==> src/rtl/srpp_pkg.sv <==
// Shared types and constants for the sensor record packet packer.
`timescale 1ns / 1ps
`default_nettype none

package srpp_pkg;

  // Payload body limit: a record fits only while fill + size stays below it
  localparam int MaxBodyBytes = 32;
  // Most bytes one item emits: scale marker, long time record, long value
  localparam int MaxBytes     = 11;
  localparam int CntW         = $clog2(MaxBytes + 1);
  localparam int PtrW         = $clog2(MaxBytes);

  typedef enum logic {
    OP_BEGIN = 1'b0,
    OP_ADD   = 1'b1
  } op_e;

  // Value kinds
  localparam logic [1:0] KindByte  = 2'd0;
  localparam logic [1:0] KindShort = 2'd1;
  localparam logic [1:0] KindLong  = 2'd2;

  // Length codes in the low two bits of a record tag byte
  localparam logic [1:0] LenOne  = 2'd0;
  localparam logic [1:0] LenTwo  = 2'd1;
  localparam logic [1:0] LenFour = 2'd2;

  localparam logic [5:0] TimeTag   = 6'd1;
  localparam logic [7:0] ScaleMark = 8'hf0;

  typedef struct packed {
    op_e         op;
    logic [31:0] timestamp;
    logic [5:0]  tag;
    logic [31:0] reading;
    logic [1:0]  value_kind;
    logic [3:0]  exponent;
  } item_t;

  typedef struct packed {
    logic [6:0]  fill;
    logic [31:0] last_time;
    logic [3:0]  scale;
    logic        full;
  } state_t;

  // Everything one item produces, ready to be shifted out byte by byte
  typedef struct packed {
    logic [MaxBytes-1:0][7:0] bytes;
    logic [CntW-1:0]          cnt;
    logic [6:0]               base;
    logic [6:0]               end_fill;
    logic [31:0]              header;
    logic                     hdr_valid;
    logic                     ok;
  } batch_t;

endpackage

`default_nettype wire

==> src/rtl/srpp_encode.sv <==
// Record encoder: turns one item and the packer state into a byte batch.
`timescale 1ns / 1ps
`default_nettype none

module srpp_encode
  import srpp_pkg::*;
(
  input  item_t       item_i,
  input  state_t      state_i,
  input  logic [9:0]  session_i,
  output batch_t      batch_o,
  output state_t      state_o
);

  typedef struct packed {
    logic [4:0][7:0] b;
    logic [2:0]      len;
    logic [2:0]      need;
  } seg_t;

  localparam logic [7:0] MaxBody8 = 8'(MaxBodyBytes);

  // One tagged record; a short record always reserves three bytes
  function automatic seg_t build_rec(logic [5:0] name, logic [31:0] v, logic [1:0] kind);
    seg_t s;
    s = '0;
    case (kind)
      KindByte: begin
        s.b[0] = {name, LenOne};
        s.b[1] = v[7:0];
        s.len  = 3'd2;
        s.need = 3'd2;
      end
      KindShort: begin
        s.need = 3'd3;
        if (v[15:8] != 8'd0) begin
          s.b[0] = {name, LenTwo};
          s.b[1] = v[15:8];
          s.b[2] = v[7:0];
          s.len  = 3'd3;
        end else begin
          s.b[0] = {name, LenOne};
          s.b[1] = v[7:0];
          s.len  = 3'd2;
        end
      end
      default: begin
        s.b[0] = {name, LenFour};
        s.b[1] = v[31:24];
        s.b[2] = v[23:16];
        s.b[3] = v[15:8];
        s.b[4] = v[7:0];
        s.len  = 3'd5;
        s.need = 3'd5;
      end
    endcase
    return s;
  endfunction

  function automatic logic fits(logic [6:0] fill, logic full, logic [2:0] need);
    return !full && ((8'(fill) + 8'(need)) < MaxBody8);
  endfunction

  seg_t        tseg, vseg;
  logic [1:0]  tkind;
  logic        ls;
  logic [2:0]  lt, lv;
  logic [6:0]  fill;
  logic        full, ok;
  logic [3:0]  rel_t, rel_v;

  // Record selection and state update
  always_comb begin
    state_o = state_i;
    ls      = 1'b0;
    lt      = 3'd0;
    lv      = 3'd0;
    ok      = 1'b0;
    tkind   = KindLong;
    if (item_i.timestamp[31:16] == state_i.last_time[31:16]) begin
      tkind = (item_i.timestamp[15:8] == state_i.last_time[15:8]) ? KindByte : KindShort;
    end
    tseg = build_rec(TimeTag, item_i.timestamp, tkind);
    vseg = build_rec(item_i.tag, item_i.reading, item_i.value_kind);

    if (item_i.op == OP_BEGIN) begin
      tseg = build_rec(TimeTag, {24'd0, item_i.timestamp[7:0]}, KindByte);
      fill = 7'd0;
      full = 1'b0;
      state_o.scale     = 4'd0;
      state_o.last_time = item_i.timestamp;
      if (fits(fill, full, tseg.need)) begin
        lt   = tseg.len;
        fill = fill + 7'(tseg.len);
        ok   = 1'b1;
      end else begin
        full = 1'b1;
      end
    end else begin
      fill = state_i.fill;
      full = state_i.full;
      ok   = 1'b1;
      // scale marker
      if (item_i.exponent != state_i.scale) begin
        if (fits(fill, full, 3'd1)) begin
          ls            = 1'b1;
          fill          = fill + 7'd1;
          state_o.scale = item_i.exponent;
        end else begin
          full = 1'b1;
          ok   = 1'b0;
        end
      end
      // time record
      if (ok && (item_i.timestamp != state_i.last_time)) begin
        state_o.last_time = item_i.timestamp;
        if (fits(fill, full, tseg.need)) begin
          lt   = tseg.len;
          fill = fill + 7'(tseg.len);
        end else begin
          full = 1'b1;
          ok   = 1'b0;
        end
      end
      // value record
      if (ok) begin
        if (fits(fill, full, vseg.need)) begin
          lv   = vseg.len;
          fill = fill + 7'(vseg.len);
        end else begin
          full = 1'b1;
          ok   = 1'b0;
        end
      end
    end
    state_o.fill = fill;
    state_o.full = full;
  end

  // Batch assembly: each position picks from the segment it falls into
  always_comb begin
    batch_o           = '0;
    batch_o.cnt       = CntW'(ls) + CntW'(lt) + CntW'(lv);
    batch_o.base      = (item_i.op == OP_BEGIN) ? 7'd0 : state_i.fill;
    batch_o.end_fill  = state_o.fill;
    batch_o.hdr_valid = (item_i.op == OP_BEGIN);
    batch_o.header    = (item_i.op == OP_BEGIN) ? {session_i, item_i.timestamp[26:5]} : 32'd0;
    batch_o.ok        = ok;
    rel_t             = 4'd0;
    rel_v             = 4'd0;
    for (int k = 0; k < MaxBytes; k++) begin
      rel_t = 4'(k) - 4'(ls);
      rel_v = rel_t - 4'(lt);
      if (4'(k) < 4'(ls)) begin
        batch_o.bytes[k] = ScaleMark | {4'd0, item_i.exponent};
      end else if (rel_t < 4'(lt)) begin
        batch_o.bytes[k] = tseg.b[rel_t[2:0]];
      end else if (rel_v < 4'(lv)) begin
        batch_o.bytes[k] = vseg.b[rel_v[2:0]];
      end
    end
  end

endmodule

`default_nettype wire

==> src/rtl/sensor_record_packet_packer.sv <==
// Top level of the sensor record packet packer: input register, encoder, byte serializer.
`timescale 1ns / 1ps
`default_nettype none

// Each transaction on the input channel yields between one and eleven result
// transactions, one payload body byte per cycle while out_stall_i is low: a
// begin item gives two, an add item up to eleven (scale marker, time record,
// value record), and an item that emits nothing gives a single result with
// byte_valid low. The output byte serializer sets the rate: an item holds the
// output until all its results are taken. An item sits in the input register
// and is encoded in the cycle it moves into the serializer, so the next item is
// taken while the previous batch is still being shifted out, and batches follow
// each other without a gap. Users write the session number register over its
// own port only while the block is idle (not enforced); it is always ready.
module sensor_record_packet_packer
  import srpp_pkg::*;
(
  input  logic              clk_i,
  input  logic              rst_ni,
  // configuration write
  input  logic              cfg_valid_i,
  output logic              cfg_ready_o,
  input  logic [9:0]        cfg_data_i,
  // input items
  input  logic              in_valid_i,
  output logic              in_stall_o,
  input  logic              operation_i,
  input  logic [31:0]       timestamp_i,
  input  logic [5:0]        tag_i,
  input  logic [31:0]       reading_i,
  input  logic [1:0]        value_kind_i,
  input  logic signed [3:0] exponent_i,
  // result bytes
  output logic              out_valid_o,
  input  logic              out_stall_i,
  output logic [7:0]        out_byte_o,
  output logic [5:0]        byte_index_o,
  output logic              byte_valid_o,
  output logic [31:0]       header_word_o,
  output logic              header_valid_o,
  output logic              accepted_o,
  output logic [6:0]        body_length_o,
  output logic              last_o
);

  logic            in_valid_q;
  item_t           in_q;
  state_t          state_q, state_d;
  logic [9:0]      session_q;
  batch_t          bat_q, bat_d;
  logic            bat_valid_q;
  logic [PtrW-1:0] ptr_q;
  logic            in_take, out_take, is_last, move;
  logic [5:0]      pos;

  // Handshakes
  assign cfg_ready_o = 1'b1;
  assign out_take    = bat_valid_q && !out_stall_i;
  assign is_last     = (bat_q.cnt == '0) || (CntW'(ptr_q) == bat_q.cnt - CntW'(1));
  assign move        = in_valid_q && (!bat_valid_q || (out_take && is_last));
  assign in_stall_o  = in_valid_q && !move;
  assign in_take     = in_valid_i && !in_stall_o;

  // Session number register
  always_ff @(posedge clk_i or negedge rst_ni) begin
    if (!rst_ni) begin
      session_q <= 10'd0;
    end else if (cfg_valid_i && cfg_ready_o) begin
      session_q <= cfg_data_i;
    end
  end

  // Input register
  always_ff @(posedge clk_i or negedge rst_ni) begin
    if (!rst_ni) begin
      in_valid_q <= 1'b0;
    end else if (in_take) begin
      in_valid_q <= 1'b1;
    end else if (move) begin
      in_valid_q <= 1'b0;
    end
  end

  always_ff @(posedge clk_i) begin
    if (in_take) begin
      in_q.op         <= op_e'(operation_i);
      in_q.timestamp  <= timestamp_i;
      in_q.tag        <= tag_i;
      in_q.reading    <= reading_i;
      in_q.value_kind <= value_kind_i;
      in_q.exponent   <= exponent_i;
    end
  end

  srpp_encode u_encode (
    .item_i    (in_q),
    .state_i   (state_q),
    .session_i (session_q),
    .batch_o   (bat_d),
    .state_o   (state_d)
  );

  // Packer state commits when the item moves into the serializer
  always_ff @(posedge clk_i or negedge rst_ni) begin
    if (!rst_ni) begin
      state_q <= '0;
    end else if (move) begin
      state_q <= state_d;
    end
  end

  // Byte serializer
  always_ff @(posedge clk_i or negedge rst_ni) begin
    if (!rst_ni) begin
      bat_valid_q <= 1'b0;
      ptr_q       <= '0;
    end else if (move) begin
      bat_valid_q <= 1'b1;
      ptr_q       <= '0;
    end else if (out_take) begin
      if (is_last) begin
        bat_valid_q <= 1'b0;
        ptr_q       <= '0;
      end else begin
        ptr_q <= ptr_q + PtrW'(1);
      end
    end
  end

  always_ff @(posedge clk_i) begin
    if (move) begin
      bat_q <= bat_d;
    end
  end

  // Result fields
  assign pos            = bat_q.base[5:0] + 6'(ptr_q);
  assign out_valid_o    = bat_valid_q;
  assign byte_valid_o   = (bat_q.cnt != '0);
  assign out_byte_o     = byte_valid_o ? bat_q.bytes[ptr_q] : 8'd0;
  assign byte_index_o   = byte_valid_o ? pos : 6'd0;
  assign body_length_o  = byte_valid_o ? (7'(pos) + 7'd1) : bat_q.end_fill;
  assign header_word_o  = bat_q.header;
  assign header_valid_o = bat_q.hdr_valid;
  assign last_o         = is_last;
  assign accepted_o     = is_last && bat_q.ok;

endmodule

`default_nettype wire
==> config.mk <==
export PLATFORM = sky130hd
export DESIGN_NAME = sensor_record_packet_packer
export DESIGN_NICKNAME = d
export VERILOG_FILES = /design/src/rtl/srpp_pkg.sv /design/src/rtl/srpp_encode.sv /design/src/rtl/sensor_record_packet_packer.sv
export SDC_FILE = /design/constraint.sdc
export NUM_CORES = 1
export LEC_CHECK = 0
export ABC_AREA = 1
export BUFFER_PORTS_ARGS = -buffer_cell sky130_fd_sc_hd__buf_2
export CORE_MARGIN = 5
export CORE_UTILIZATION = 34
export CTS_CLUSTER_DIAMETER = 60
export DETAILED_ROUTE_END_ITERATION = 8
export PLACE_DENSITY = 0.52
export SYNTH_ARGS = -nofsm -noshare
export SYNTH_HDL_FRONTEND = slang
export SYNTH_SLANG_ARGS = --single-unit
==> constraint.sdc <==
create_clock -name clk_i -period 16.18 [get_ports clk_i]
set_clock_uncertainty 0.15 [all_clocks]
set_input_delay 2.427 -clock clk_i [delete_from_list [all_inputs] [get_ports clk_i]]
set_output_delay 2.427 -clock clk_i [all_outputs]
set_load 0.05 [all_outputs]
==> Word-level counts from Yosys, hierarchy flattened <==
Cells that the tools add are included.
{ "op_classes": {"n_addsub": 34, "magnitude_cmp": 51, "eq_ne": 10, "mux": 138, "bitwise": 1, "reduce_logical": 33} }
{ "ops": {"columns": ["op", "count"], "rows": [
  ["$bmux W8 S3", 22],
  ["$mux W8", 48],
  ["$lt A3 B4 Y1 const B", 22],
  ["$lt A4 B3 Y1", 22],
  ["$pmux W22 S2", 2],
  ["$mux W7", 10],
  ["$mux W46", 1],
  ["$sub A4 B3 Y4", 11],
  ["$mux W19", 2],
  ["$mux W36", 1],
  ["$bmux W8 S4", 1],
  ["$mux W16", 2],
  ["$mux W32", 1],
  ["$ne A32 B32 Y1", 1],
  ["$pmux W8 S2", 2],
  ["$mux W1", 28],
  ["$mux W4", 7],
  ["$lt A8 B6 Y1 const B", 3],
  ["$mux W3", 8],
  ["$mux W22", 1],
  ["$add A7 B3 Y8", 2],
  ["$eq A16 B16 Y1", 1],
  ["$reduce_bool A8 Y1", 2],
  ["$sub A3 B1 Y4 const A", 4],
  ["other kinds (34)", 63]
]} }
{ "totals": {"register_bits": 276, "inputBits": 92, "out_inout_bits": 60, "elab_cells": 300} }

==> Longest topological paths before layout <==
{ "logic_depth": {"word_depth": 22, "mapped_depth": 40, "ltp_nobuf": 39} }

==> By module <==
A second synthesis with hierarchy kept.
{ "hier_totals": {"cells_unflattened": 2035, "area_unflattened_um2": 16852.4} }
{ "by_module_without_submodules": {"columns": ["module", "n_inst", "cells_per_inst", "area_per_inst_um2", "seq_area_each_um2"], "rows": [
  ["sensor_record_packet_packer", 1, 753, 10458.8, 7987.7],
  ["srpp_encode", 1, 1282, 6393.6, 0.0]
]} }

==> Least setup slack after synthesis <==
No wires, ideal clock.
{ "synth_timing": {"path_kind": "input -> register", "startpoint": "in out_stall_i", "endpoint": "reg state_q[37] (netlist bit)", "setup_time_ns": 0.346, "arrival_ns": 7.029, "required_ns": 15.684, "setup_slack_ns": 8.655, "cell_stages": 5, "path_buffers": 1, "cell_sequence": "nor2_1 -> a21oi_1 -> nor2_1 -> clkbuf_1 -> o21ai_0"} }
{ "synth_between": {"elab_chain_len": 5} }
{ "synth_rtl": {"columns": ["item", "line_no", "source"], "rows": [
  ["start: declaration", "sensor_record_packet_packer.sv:35", "input logic out_stall_i,"],
  ["$logic_not A1 Y1", "sensor_record_packet_packer.sv:58", "assign out_take = bat_valid_q && !out_stall_i;"],
  ["$logic_and A1 B1 Y1", "sensor_record_packet_packer.sv:58", null],
  ["$logic_and A1 B1 Y1", "sensor_record_packet_packer.sv:60", "assign move = in_valid_q && (!bat_valid_q || (out_take && is_last));"],
  ["$logic_or A1 B1 Y1", "sensor_record_packet_packer.sv:60", null],
  ["$logic_and A1 B1 Y1", "sensor_record_packet_packer.sv:60", null],
  ["via move", "sensor_record_packet_packer.sv:53", "logic in_take, out_take, is_last, move;"],
  ["end signal: assignment", "sensor_record_packet_packer.sv:108", "state_q <= state_d;"],
  ["end: declaration", "sensor_record_packet_packer.sv:48", "state_t state_q, state_d;"]
]} }
The timed path passes the listed nets, and every way through them passes these cells.
A chain may end at the register's enable or synchronous reset.

==> Worst setup path after layout <==
{ "layout_timing": {"startpoint": "reg in_q[69] (netlist bit)", "endpoint": "reg bat_q[59] (netlist bit) (data pin)"} }
{ "layout_between": {"elab_chain_len": 19, "word_cells_on_any_way": 43, "cone_classes": "add/sub (4); order compare (4); eq/ne (3); mux (26); reduce/logical (6)"} }
{ "layout_rtl": {"columns": ["item", "line_no", "source"], "rows": [
  ["start: declaration", "sensor_record_packet_packer.sv:47", "item_t in_q;"],
  ["$eq A16 B16 Y1", "srpp_encode.sv:80", "if (item_i.timestamp[31:16] == state_i.last_time[31:16]) begin"],
  ["$mux W2", "srpp_encode.sv:80", null],
  ["$eq A2 B1 Y1 or $logic_not A2 Y1 (tied branches)", "srpp_encode.sv:27", "case (kind)"],
  ["$pmux W22 S2", "srpp_encode.sv:27", null],
  ["$add A7 B3 Y8", "srpp_encode.sv:61", "return !full && ((8'(fill) + 8'(need)) < MaxBody8);"],
  ["$lt A8 B6 Y1", "srpp_encode.sv:61", null],
  ["$logic_and A1 B1 Y1", "srpp_encode.sv:61", null],
  ["$mux W7", "srpp_encode.sv:117", "if (fits(fill, full, tseg.need)) begin"],
  ["[... 3 more ...]", null, null],
  ["$lt A8 B6 Y1", "srpp_encode.sv:61", null],
  ["$logic_and A1 B1 Y1", "srpp_encode.sv:61", null],
  ["$mux W3", "srpp_encode.sv:127", "if (fits(fill, full, vseg.need)) begin"],
  ["$mux W3", "srpp_encode.sv:126", "if (ok) begin"],
  ["$mux W3", "srpp_encode.sv:86", "if (item_i.op == OP_BEGIN) begin"],
  ["$lt A4 B3 Y1", "srpp_encode.sv:158", "end else if (rel_v < 4'(lv)) begin"],
  ["$mux W8", "srpp_encode.sv:158", null],
  ["$mux W8 *", "srpp_encode.sv:156", "end else if (rel_t < 4'(lt)) begin"],
  ["end signal: assignment", "sensor_record_packet_packer.sv:132", "bat_q <= bat_d;"],
  ["end: declaration", "sensor_record_packet_packer.sv:50", "batch_t bat_q, bat_d;"]
]} }
Every way passes the cells marked *; elsewhere a longest branch is shown, timed or not. The select of a mux whose other input is x is not followed.

==> reports/metrics.yaml <==
run_status:
  status: "finished, final reports clean"
drt:
  avgRoutedWirePerCell_um: 20.6
  vias: 13500
  dr.first_iter.drc_count: 1455
  drc_errors: 0
  via_per_inst: 5.25
  ant_nets: 0
  routed_wl_um: 53000
  drtPass1Iterations: 5
sta:
  max_freq_mhz: 149
  fin_crit_sh_pct: 41.4
  setup_viol: 0
  layout_min_cycle_time_ps: 6700
  max-slew-margin-rel_pct: 25.9
  tns_ps: 0
  drv_slew: 0
  max_slew.worst_pin.slew_ps: 1110
  rsz0062_at_grt: "no"
  hold_viol: 0
clock_network:
  cts_tree: "yes"
  clkTransAtPathRegs_ps: 60
  cts_sinks: 276
  cts_resized: 0
  numCtsBuffers: 35
  cts.hold.buffers_added: 0
  ctsHtreeMaxLevel: 2
  cts_setup_buffers: 0
  clk_path_buf_depth: 3
  cts-root-buf: "clkbuf_16"
  clk_latency_ps: 560
worst_setup_path:
  r2r_start: "in_q[69]$_DFFE_PP_"
  cp_data_required_time_ps: 16300
  timing.critical_path.mode_cell: "inv_1"
  ff2ff_path_depth: 36
  endpoint_kind: "flip-flop"
  r2r_end: "bat_q[59]$_SDFFCE_PP1P_"
  worst-setup-path-type: "flip-flop to flip-flop"
  cp_top_family: "simple AND/OR/NAND/NOR gates"
  path_max_fanout: 8
  start_kind: "flip-flop"
  critPathLaunch: "in_q[69]$_DFFE_PP_"
  crit_path_end: "bat_q[59]$_SDFFCE_PP1P_"
  cp.depth: 36
  r2r_setup_slack_ps: 9480
  critical-path-max-stage-delay_ps: 400
  crit_buf_inv: 9
  cp_data_arrival_time_ps: 6820
  cp_slowest_cell: "fa_1"
floorplanning:
  die_x_um: 226
  die_area_um2: 51200
  core_area_um2: 46500
  start_util_pct: 34.2
  die_h_um: 226
  num_rows: 79
  ios: 152
cells_and_area:
  post-route-cell-area_um2: 18100
  area_delta_synth_final_pct: 13.5
  num_antenna_cells: 0
  drive_above_1_share_pct: 13.7
  mostFrequentLayoutCells: "nand2_1 (390), o21ai_0 (272), edfxtp_1 (216), nor2_1 (177), inv_1 (171)"
  final_common_cell: "nand2_1"
  nets: 2078
synth:
  yosysWarnings: 0
  seq_area_frac_synth_pct: 50.2
  syn_nets: 1992
  synth_ff_type: "edfxtp_1"
  synth_edf_count: 216
  synth-seq-cells: 276
  ys_async_sr_fraction_pct: 21.7
  syn_inst: 1851
  netlist_area_um2: 15900
  syn-mean-instance-area_um2: 8.60
  ys_types: 51
place:
  finalWeightedCongestion: 0.959
  place_area_um2: 17000
  hpwl_um: 40100
  place.port_buffers: 150
hold_path:
  min_path_type: "flip-flop to flip-flop"
global_routing:
  grt_pass1_wl_um: 79800
  gr-total-overflow: 0
  grtUsageTotal_pct: 20.4
  grt_max_degree: 153
  first_global_vias: 12900
  antenna_found_initial: 1
run:
  cap_viol_max_count: 0
-- layer usage --
metal	track usage, %	part of all wire (%)	up-vias
li1	-	-	6433
met1	29.9	44	6410
met2	31.1	45	547
met3	3.75	8.0	95
met4	6.05	2.7	2
met5	0	0.025	-
-- kinds of logic (layout without fill, tap and decap cells) --
kind of cell	count (synthesis)	count (layout)	synth area share (%)
flip-flops	276	276	50.2
buffers and inverters	294	405	7.71
other	1	1	0.0236
XOR/XNOR	42	42	2.31
adder cells (fa/ha/maj)	49	49	4.23
AO/OA/AOI/OAI	433	433	14.9
AND/OR/NAND/NOR	755	755	20.5
multiplexers	1	1	0.0708
-- synth_stat cells, drive strengths merged (2+ instances only) --
cell	count	area, µm²
nand2	403	1550
o21ai	282	1410
edfxtp	216	6490
nor2	202	833
inv	174	653
nand3	96	521
a21oi	88	444
clkbuf	74	278
dfrtp	60	1500
ha	41	513
buf	38	267
xor2	28	245
nand3b	24	191
o22ai	14	87.6
xnor2	14	123
nor3	13	65.1
a221oi	12	105
o221ai	11	96.3
nand4	9	56.3
clkinv	8	30.0
fa	8	160
a32o	5	50.1
o2111ai	5	43.8
o21bai	5	41.3
or2	4	25.0
o211ai	3	22.5
nor4	2	12.5
or4	2	15.0
-- metrics by stage --
step | setup WS, ps | hold slack [ps] | utilization, % | std cells
2_1_floorplan | 8660 | 284 | - | 1851
3_3_place_gp | 9590 | 322 | 36.6 | 2507
3_5_place_dp | 9580 | 340 | 36.6 | 2507
4_1_cts | 9540 | 354 | 38.9 | 2569
6_report | 9480 | 342 | 38.9 | 2569
5_1_grt | 8750 | 376 | 38.9 | 2569
-- flip-flops by register name (all words and copies together), names as in the netlist --
name / count
header_valid_o: 1
header_word_o: 32
session_q: 10
in_q: 77
out_valid_o: 1
state_q: 44
bat_q: 106
ptr_q: 4
in_valid_q: 1
-- layout make-up --
cell class	count	area, µm²
Multi-Input combinational cell	1281	6710
Inverter	182	684
Timing Repair Buffer	161	846
Clock buffer	46	947
Sequential cell	276	7990
Tap cell	607	759
Clock inverter	16	130
Fill cell	4751	28400
-- tightest hold or removal path, stage by stage (launching register included) --
cell and delay (ps):
dfrtp_1 350, nand2_1 50, o21ai_0 60
-- worst min-delay path by stage --
stage | from | end | slack, ps | depth (start not counted)
3_3_place_gp | state_q[0]$_DFFE_PN0P_ | state_q[0]$_DFFE_PN0P_ | 320 | 2
2_1_floorplan | in_valid_q$_DFFE_PN0P_ | out_valid_o$_DFFE_PN0P_ | 280 | 2
4_1_cts | state_q[0]$_DFFE_PN0P_ | state_q[0]$_DFFE_PN0P_ | 350 | 2
3_5_place_dp | state_q[0]$_DFFE_PN0P_ | state_q[0]$_DFFE_PN0P_ | 340 | 2
5_1_grt | state_q[12]$_DFFE_PN0P_ | state_q[12]$_DFFE_PN0P_ | 380 | 2
6_report | state_q[0]$_DFFE_PN0P_ | state_q[0]$_DFFE_PN0P_ | 340 | 2
Power is left out: the tool's default activity adds up to more than one toggle a clock period on the data nets, which glitch-free logic cannot reach.
